`src/hw/rtl/fixed_point_atan2_unit_macros.svh`:
```
// ----------------------------------------------------------------------------
// Assertion macros for the fixed-point atan2 unit
// Shared concurrent assertion forms, clocked on clk and disabled in reset.
// ----------------------------------------------------------------------------
`ifndef FIXED_POINT_ATAN2_UNIT_MACROS_SVH
`define FIXED_POINT_ATAN2_UNIT_MACROS_SVH

// A property that must hold at every clock edge outside reset.
`define AT2_ASSERT_ALWAYS(label, expr, msg) \
  label: assert property (@(posedge clk) disable iff (rst) (expr)) else $error(msg);

// A condition that must be followed by a consequence in the next cycle.
`define AT2_ASSERT_NEXT(label, ante, cons, msg) \
  label: assert property (@(posedge clk) disable iff (rst) (ante) |=> (cons)) \
    else $error(msg);

`endif

```
`src/hw/rtl/at2_pkg.sv`:
```
// ----------------------------------------------------------------------------
// Package for the fixed-point atan2 unit
// Widths, angle constants, pipeline lane types and the arctangent table.
// ----------------------------------------------------------------------------
package at2_pkg;

  localparam int unsigned MagW = 32;
  localparam int unsigned QuoW = 7;
  localparam int unsigned AngW = 15;
  localparam int unsigned AccW = 16;
  localparam int unsigned RomW = 12;

  localparam logic signed [AngW-1:0] ANG_ZERO        = 15'sd0;
  localparam logic signed [AngW-1:0] ANG_QUARTER_PI  = 15'sd3217;
  localparam logic signed [AngW-1:0] ANG_HALF_PI     = 15'sd6434;
  localparam logic signed [AngW-1:0] ANG_3QUARTER_PI = 15'sd9651;
  localparam logic signed [AngW-1:0] ANG_PI          = 15'sd12868;

  // How the final angle is formed from the octant base.
  typedef struct packed {
    logic                   special;  // axis, origin or diagonal: base is the answer
    logic                   add;      // add the table entry, else subtract it
    logic signed [AngW-1:0] base;
  } at2_tag_t;

  // One item as it travels down the divider chain.
  typedef struct packed {
    logic            vld;
    logic [MagW-1:0] rem;
    logic [MagW-1:0] den;   // the larger magnitude, used as the divisor
    logic [QuoW-1:0] quo;
    at2_tag_t        tag;
  } at2_lane_t;

  // Entry i is atan(i/128) with 12 fraction bits.
  localparam logic [RomW-1:0] ATAN_ROM [129] = '{
    12'h000, 12'h020, 12'h040, 12'h060, 12'h080, 12'h0a0, 12'h0c0, 12'h0e0,
    12'h100, 12'h120, 12'h13f, 12'h15f, 12'h17f, 12'h19f, 12'h1be, 12'h1de,
    12'h1fd, 12'h21d, 12'h23c, 12'h25c, 12'h27b, 12'h29a, 12'h2b9, 12'h2d8,
    12'h2f7, 12'h316, 12'h335, 12'h354, 12'h372, 12'h391, 12'h3af, 12'h3cd,
    12'h3eb, 12'h409, 12'h427, 12'h445, 12'h463, 12'h481, 12'h49e, 12'h4bb,
    12'h4d9, 12'h4f6, 12'h513, 12'h52f, 12'h54c, 12'h569, 12'h585, 12'h5a1,
    12'h5be, 12'h5da, 12'h5f5, 12'h611, 12'h62d, 12'h648, 12'h663, 12'h67e,
    12'h699, 12'h6b4, 12'h6cf, 12'h6e9, 12'h703, 12'h71e, 12'h738, 12'h751,
    12'h76b, 12'h785, 12'h79e, 12'h7b7, 12'h7d0, 12'h7e9, 12'h802, 12'h81a,
    12'h833, 12'h84b, 12'h863, 12'h87b, 12'h893, 12'h8aa, 12'h8c2, 12'h8d9,
    12'h8f0, 12'h907, 12'h91e, 12'h934, 12'h94b, 12'h961, 12'h977, 12'h98d,
    12'h9a3, 12'h9b9, 12'h9ce, 12'h9e3, 12'h9f9, 12'ha0e, 12'ha23, 12'ha37,
    12'ha4c, 12'ha60, 12'ha74, 12'ha89, 12'ha9c, 12'hab0, 12'hac4, 12'had7,
    12'haeb, 12'hafe, 12'hb11, 12'hb24, 12'hb37, 12'hb49, 12'hb5c, 12'hb6e,
    12'hb80, 12'hb92, 12'hba4, 12'hbb6, 12'hbc8, 12'hbd9, 12'hbeb, 12'hbfc,
    12'hc0d, 12'hc1e, 12'hc2f, 12'hc3f, 12'hc50, 12'hc60, 12'hc71, 12'hc81,
    12'hc91
  };

  function automatic logic [RomW-1:0] atan_lookup(input logic [QuoW-1:0] idx);
    logic [QuoW:0] addr;
    addr = {1'b0, idx};
    return ATAN_ROM[addr];
  endfunction

endpackage

```
`src/hw/rtl/at2_prep.sv`:
```
// ----------------------------------------------------------------------------
// Octant reduction stage
// Takes signed coordinates, classifies the vector and registers the divider operands.
// ----------------------------------------------------------------------------
module at2_prep (
  input  logic                         clk,
  input  logic                         rst,
  input  logic                         en,
  input  logic                         vld,
  input  logic signed [at2_pkg::MagW-1:0] y_coord,
  input  logic signed [at2_pkg::MagW-1:0] x_coord,
  output at2_pkg::at2_lane_t           lane
);
  import at2_pkg::*;

  logic [MagW-1:0] yu, xu, ym, xm;
  logic            yneg, xneg, x_big;
  at2_lane_t       lane_next;

  always_comb begin
    yu    = y_coord;
    xu    = x_coord;
    yneg  = yu[MagW-1];
    xneg  = xu[MagW-1];
    // Unsigned magnitudes, so the most negative input maps to 2^31 cleanly.
    ym    = yneg ? (MagW'(0) - yu) : yu;
    xm    = xneg ? (MagW'(0) - xu) : xu;
    x_big = xm > ym;

    lane_next             = '0;
    lane_next.vld         = vld;
    lane_next.quo         = '0;
    lane_next.rem         = x_big ? ym : xm;
    lane_next.den         = x_big ? xm : ym;
    lane_next.tag.special = 1'b0;
    lane_next.tag.add     = 1'b0;
    lane_next.tag.base    = ANG_ZERO;

    if (yu == '0) begin
      lane_next.tag.special = 1'b1;
      lane_next.tag.base    = xneg ? ANG_PI : ANG_ZERO;
    end else if (xu == '0) begin
      lane_next.tag.special = 1'b1;
      lane_next.tag.base    = yneg ? -ANG_HALF_PI : ANG_HALF_PI;
    end else if (xm == ym) begin
      lane_next.tag.special = 1'b1;
      case ({yneg, xneg})
        2'b00:   lane_next.tag.base = ANG_QUARTER_PI;
        2'b01:   lane_next.tag.base = ANG_3QUARTER_PI;
        2'b11:   lane_next.tag.base = -ANG_3QUARTER_PI;
        default: lane_next.tag.base = -ANG_QUARTER_PI;
      endcase
    end else begin
      case ({yneg, xneg})
        2'b00: begin
          lane_next.tag.base = x_big ? ANG_ZERO : ANG_HALF_PI;
          lane_next.tag.add  = x_big;
        end
        2'b01: begin
          lane_next.tag.base = x_big ? ANG_PI : ANG_HALF_PI;
          lane_next.tag.add  = !x_big;
        end
        2'b11: begin
          lane_next.tag.base = x_big ? -ANG_PI : -ANG_HALF_PI;
          lane_next.tag.add  = x_big;
        end
        default: begin
          lane_next.tag.base = x_big ? ANG_ZERO : -ANG_HALF_PI;
          lane_next.tag.add  = !x_big;
        end
      endcase
    end

    // Fixed answers still ride the divider; give it harmless operands.
    if (lane_next.tag.special) begin
      lane_next.rem = '0;
      lane_next.den = MagW'(1);
    end
  end

  always_ff @(posedge clk) begin
    if (rst) begin
      lane.vld <= 1'b0;
    end else if (en) begin
      lane.vld <= lane_next.vld;
    end
    if (en) begin
      lane.rem <= lane_next.rem;
      lane.den <= lane_next.den;
      lane.quo <= lane_next.quo;
      lane.tag <= lane_next.tag;
    end
  end

endmodule

```
`src/hw/rtl/at2_cell.sv`:
```
// ----------------------------------------------------------------------------
// Restoring divider cell
// Produces one quotient bit of floor(small*128/large) and passes the item on.
// ----------------------------------------------------------------------------
`include "fixed_point_atan2_unit_macros.svh"

module at2_cell (
  input  logic               clk,
  input  logic               rst,
  input  logic               en,
  input  at2_pkg::at2_lane_t lane_in,
  output at2_pkg::at2_lane_t lane_out
);
  import at2_pkg::*;

  logic [MagW:0]   rem2, diff;
  logic            ge;
  logic            rem_ok, den_ok;
  at2_lane_t       lane_next;

  always_comb begin
    rem2           = {lane_in.rem, 1'b0};
    diff           = rem2 - {1'b0, lane_in.den};
    ge             = rem2 >= {1'b0, lane_in.den};
    lane_next      = lane_in;
    lane_next.rem  = ge ? diff[MagW-1:0] : rem2[MagW-1:0];
    lane_next.quo  = {lane_in.quo[QuoW-2:0], ge};
  end

  always_ff @(posedge clk) begin
    if (rst) begin
      lane_out.vld <= 1'b0;
    end else if (en) begin
      lane_out.vld <= lane_next.vld;
    end
    if (en) begin
      lane_out.rem <= lane_next.rem;
      lane_out.den <= lane_next.den;
      lane_out.quo <= lane_next.quo;
      lane_out.tag <= lane_next.tag;
    end
  end

  assign rem_ok = !lane_out.vld || (lane_out.rem < lane_out.den);
  assign den_ok = !lane_out.vld || (lane_out.den != '0);

  `AT2_ASSERT_ALWAYS(a_rem_below_divisor, rem_ok, "remainder not below divisor")
  `AT2_ASSERT_ALWAYS(a_divisor_nonzero, den_ok, "zero divisor in chain")
  `AT2_ASSERT_NEXT(a_hold_when_stalled, !en, $stable(lane_out), "cell changed while stalled")
  `AT2_ASSERT_NEXT(a_valid_moves, en && lane_in.vld, lane_out.vld, "item lost in cell")

endmodule

```
`src/hw/rtl/at2_post.sv`:
```
// ----------------------------------------------------------------------------
// Table lookup and output register
// Reads the arctangent table at the quotient and applies the octant base.
// ----------------------------------------------------------------------------
module at2_post (
  input  logic                          clk,
  input  logic                          rst,
  input  logic                          en,
  input  at2_pkg::at2_lane_t            lane_in,
  output logic                          rsp_valid,
  output logic signed [at2_pkg::AngW-1:0] angle
);
  import at2_pkg::*;

  logic [AccW-1:0] base_ext, rom_ext, sum;
  logic [AngW-1:0] angle_next;

  always_comb begin
    base_ext   = {lane_in.tag.base[AngW-1], lane_in.tag.base};
    rom_ext    = AccW'(atan_lookup(lane_in.quo));
    sum        = lane_in.tag.add ? (base_ext + rom_ext) : (base_ext - rom_ext);
    angle_next = lane_in.tag.special ? lane_in.tag.base : sum[AngW-1:0];
  end

  always_ff @(posedge clk) begin
    if (rst) begin
      rsp_valid <= 1'b0;
    end else if (en) begin
      rsp_valid <= lane_in.vld;
    end
    if (en) begin
      angle <= angle_next;
    end
  end

endmodule

```
`src/hw/rtl/fixed_point_atan2_unit.sv`:
```
// ----------------------------------------------------------------------------
// Fixed-point atan2 unit
// Four-quadrant arctangent by octant reduction, a bit-per-cell divider chain
// and a 129-entry arctangent table.
// ----------------------------------------------------------------------------
// Usage:
// The request channel (req_valid, req_stall) carries one item per vector:
// y_coord and x_coord, signed with 12 fraction bits. The response channel
// (rsp_valid, rsp_stall) returns one item per request, angle, signed with
// 12 fraction bits, where 12868 stands for pi.
// The pipeline is a reduction stage, seven divider cells that each settle
// one quotient bit with a 33-bit compare and subtract, and a lookup stage
// that drives the output register. An accepted item passes in turn through
// the reduction register, the seven cell registers and the output register,
// and a new item is taken every cycle unless the receiver stalls; the rate
// of one item per cycle is set by the one-bit-per-cell divider chain.
// When the receiver stalls a valid result, the whole pipeline freezes and
// req_stall rises in the same cycle; nothing is dropped or repeated.
// Reset clears every stage's valid bit, so the unit comes up empty and
// ready for the next cycle.
// ----------------------------------------------------------------------------
module fixed_point_atan2_unit (
  input  logic                            clk,
  input  logic                            rst,
  input  logic                            req_valid,
  output logic                            req_stall,
  input  logic signed [at2_pkg::MagW-1:0] y_coord,
  input  logic signed [at2_pkg::MagW-1:0] x_coord,
  output logic                            rsp_valid,
  input  logic                            rsp_stall,
  output logic signed [at2_pkg::AngW-1:0] angle
);
  import at2_pkg::*;

  // The pipeline advances unless a finished result is being held back.
  logic      en;
  at2_lane_t lane [QuoW+1];

  assign en        = !(rsp_valid && rsp_stall);
  assign req_stall = !en;

  at2_prep u_prep (
    .clk     (clk),
    .rst     (rst),
    .en      (en),
    .vld     (req_valid),
    .y_coord (y_coord),
    .x_coord (x_coord),
    .lane    (lane[0])
  );

  // One cell per quotient bit, most significant bit first.
  for (genvar i = 0; i < QuoW; i++) begin : g_cell
    at2_cell u_cell (
      .clk      (clk),
      .rst      (rst),
      .en       (en),
      .lane_in  (lane[i]),
      .lane_out (lane[i+1])
    );
  end

  at2_post u_post (
    .clk       (clk),
    .rst       (rst),
    .en        (en),
    .lane_in   (lane[QuoW]),
    .rsp_valid (rsp_valid),
    .angle     (angle)
  );

endmodule
```
`config.mk`:
```
export PLATFORM = sky130hd
export DESIGN_NAME = fixed_point_atan2_unit
export DESIGN_NICKNAME = d
export VERILOG_FILES = /design/src/hw/rtl/at2_pkg.sv /design/src/hw/rtl/at2_prep.sv /design/src/hw/rtl/at2_cell.sv /design/src/hw/rtl/at2_post.sv /design/src/hw/rtl/fixed_point_atan2_unit.sv
export VERILOG_INCLUDE_DIRS = /design/src /design/src/hw/rtl
export SDC_FILE = /design/constraint.sdc
export NUM_CORES = 2
export LEC_CHECK = 0
export BUFFER_PORTS_ARGS = -buffer_cell sky130_fd_sc_hd__buf_2
export CORE_UTILIZATION = 55
export DETAILED_ROUTE_END_ITERATION = 10
export PLACE_DENSITY = 0.81
export RECOVER_POWER = 50
export SYNTH_ARGS = -nofsm -noshare
export SYNTH_HDL_FRONTEND = slang
export SYNTH_SLANG_ARGS = --single-unit
```
`constraint.sdc`:
```
create_clock -name clk -period 34.4 [get_ports clk]
set_input_delay 6.88 -clock clk [delete_from_list [all_inputs] [get_ports clk]]
set_output_delay 6.88 -clock clk [all_outputs]
set_load 0.005 [all_outputs]
```
==> out/qor.csv <==
stage;metric;value;unit
global_route;grt_use_total;22.3;%
global_route;grt_max_degree;91;
placement;portBuffers;84;
floorplanning;boundaryPins;85;
placement;numPlacedInstances;4524;
power_and_ir_drop;power.density;104;mW/mm2
synthesis;synth_ff_type;edfxtp_1;
routing;firstDrtPassIters;6;
status;violations;max-capacitance violations, max-slew violations;
critical_path;critical_path_class;input pin to output pin;
synthesis;synth_top_cell_area_share;47.3;%
sta;maxSlewViolCount;410;
cts;clk_latency;0.63;ns
floorplanning;row_count;95;
sta;min_period_over_period;43.6;%
synthesis;avgSynthCellArea;10.2;um2
placement;post-dp-hpwl;58.2;mm
floorplanning;start_util;55.5;%
sta;hold_viol;0;
synthesis;synth_cells;3667;
sta;maxSlewHeadroom;-193;%
critical_path;worstPathArrival;8.12;ns
synthesis;synthArstFlopShare;0;%
sta;fmax;66.7;MHz
power_and_ir_drop;power.leakage;16.8;nW
cts;cts_tree;yes;
finish;diodes;0;
synthesis;netlist_area;0.0373;mm2
floorplanning;placeableCoreArea;0.0672;mm2
power_and_ir_drop;power;4.21;mW
routing;vias;27300;
placement;finalWeightedCongestion;0.964;
synthesis;ys_warn_count;0;
routing;detail_route.wl_per_cell;16.7;um
status;status;finished, violations left;
routing;wl;77.6;mm
routing;drt-vias-per-instance;5.88;
sta;setup_tns;0;ns
finish;nets;4079;
routing;final_antenna_net_count;0;
floorplanning;die_h;262;um
finish;final_area;0.0405;mm2
global_route;grt-ovfl-total;0;
cts;ctsHtreeMaxLevel;2;
synthesis;yosys.area.top_type;edfxtp_1;
global_route;grt_pass1_wl;127;mm
routing;route.detailed.drc;0;
finish;areaGrowthSynthToFinish;8.53;%
flow_run;cap_violations;8;
finish;stdcell_count;4635;
sta;finalSetupViolCount;0;
cts;clk_pin_slew;0.06;ns
min_path;hold_path.class;flip-flop to flip-flop;
critical_path;worst-path-max-fanout;17;
sta;setup_ws;19.40;ns
sta;rsz0062_at_grt;false;
global_route;antenna_found_initial;0;
sta;tightestPinTransition;4.40;ns
critical_path;critical_path_required;27.52;ns
synthesis;synth_edf_count;587;
critical_path;setup.worst_path.start_class;input pin;
sta;skew;0.0171;ns
routing;first_iter_violations;2128;
cts;ctsHoldBuffers;0;
placement;postPlaceCellArea;0.0386;mm2
cts;cts_sinks;596;
cts;cts_inserted_buffers;60;
floorplanning;die_area;0.0689;mm2
placement;post-place-ws;19.85;ns
finish;drive_gt1_share;7.47;%
cts;cts_root_buf;clkbuf_16;
synthesis;ys_seq_elements;596;
synthesis;synth_nets;4033;
synthesis;yosys-top-cells-area;edfxtp_1 47%, ha_1 9.8%, a21oi_1 4.2%, o21ai_0 3.8%, xnor2_1 3.6%;
synthesis;seq_area_frac_synth;47.7;%
critical_path;cp-end-kind;output pin;
global_route;grt_pass1_vias;25800;
cts;cts_post_setup_buffers_inserted;0;
power_and_ir_drop;ir_worst_vdd;0.0531;mV
cts;clockBufferDepth;3;
cts;cts_resized;0;
synthesis;yosysUniqueCellTypes;81;
floorplanning;die_w;262;um
sta;timing.final.crit_period;15.00;ns
==> cell type report <==
| class | count | area (um2) |
|---|---|---|
| clock inverters | 44 | 469 |
| inverters | 338 | 1270 |
| flip-flops and latches | 596 | 17800 |
| fillers | 5306 | 26700 |
| repair buffers | 110 | 578 |
| well taps | 873 | 1090 |
| clock buffers | 67 | 1530 |
| multi-input cells | 2607 | 17700 |
==> layout by cell type (no fill, tap or decap), types with 19 or more instances in the layout <==
master,n
a211oi_1,31
a21o_1,101
a21oi_1,310
a31oi_1,36
buf_2,84
clkbuf_16,60
clkinv_1,21
edfxtp_1,587
ha_1,291
inv_1,334
mux2_2,48
nand2_1,287
nand2b_1,40
nand3_1,60
nand4_1,37
nor2_1,203
nor2b_1,40
nor3_1,178
o21a_1,25
o21ai_0,283
o21bai_1,20
o31ai_1,45
or2_2,19
or3_1,24
xnor2_1,155
xor2_1,69
==> where the power goes <==
group | switching [mW] | internal (mW)
Combinational | 1.28 | 0.943
Clock | 0.268 | 0.387
Sequential | 0.146 | 1.19
==> cell usage after synthesis (all sizes together) (8+ instances only) <==
master and number:
o311ai 8, xor2 69, a21oi 310, nor3 178, o31ai 46, or4 15
nand4 37, nand3b 8, dfxtp 9, o211ai 17, nor2 207, a221oi 11
and3 15, and2 15, edfxtp 587, a211o 11, and4 8, o21bai 20
o21ai 284, buf 24, a2111oi 9, o21a 25, a21boi 12, xnor2 155
a311oi 12, a31oi 36, ha 291, nor4 18, a211oi 31, nand3 60
a21o 101, or2 20, or3 26, inv 335, nand2 288, nor2b 40
o41ai 15, mux2 57, clkbuf 102, nand2b 40
==> sequential cells by signal, indices dropped and copies added, names as in the netlist <==
signal	count
u_post.angle	15
u_prep.lane	77
g_cell.u_cell.lane_out	503
u_post.rsp_valid	1
==> per-stage QoR <==
step,util (%),hold slack [ns]
after floorplan,-,0.400
after global placement,57.4,0.401
after detailed placement,57.4,0.405
after CTS,60.4,0.417
after global routing,60.3,0.423
final,60.3,0.416
==> final timing paths <==
kind | cells past startpoint | end | startpoint | slack [ns]
worst min register to register | 0 | g_cell[5].u_cell.lane_out[22]$_DFFE_PN_ | g_cell[4].u_cell.lane_out[21]$_DFFE_PN_ | 0.42
worst min-delay path | 0 | g_cell[5].u_cell.lane_out[22]$_DFFE_PN_ | g_cell[4].u_cell.lane_out[21]$_DFFE_PN_ | 0.42
worst max register to register | 7 | g_cell[4].u_cell.lane_out[82]$_DFFE_PN_ | u_post.rsp_valid$_SDFFE_PP0N_ | 25.83
worst max-delay path | 4 | req_stall | rsp_stall | 19.40
==> routing by layer <==
layer,vias to the layer above,part of all wire (%),global-route usage (%),routed length (um)
met3,178,4.8,2.77,3760
met4,0,4.9,10.9,3830
met2,845,47,37.5,36700
met5,-,0,0,0
li1,13600,-,-,-
met1,12600,43,28.5,33300
==> worst max-delay path: stages <==
cell	delay, ns
buf_2	0.10
nand2_1	0.47
clkinv_1	0.43
buf_2	0.24
==> cell families after synthesis <==
logic type / Yosys count / synth area share (%)
mux: 68 / 2.15
fa+ha+maj: 298 / 10.1
compound gates: 1025 / 17.1
simple gates: 992 / 12.8
buf+inv: 464 / 4.75
flops: 596 / 47.7
xor+xnor: 224 / 5.26
Note: power is estimated with default switching activity, not from simulation.
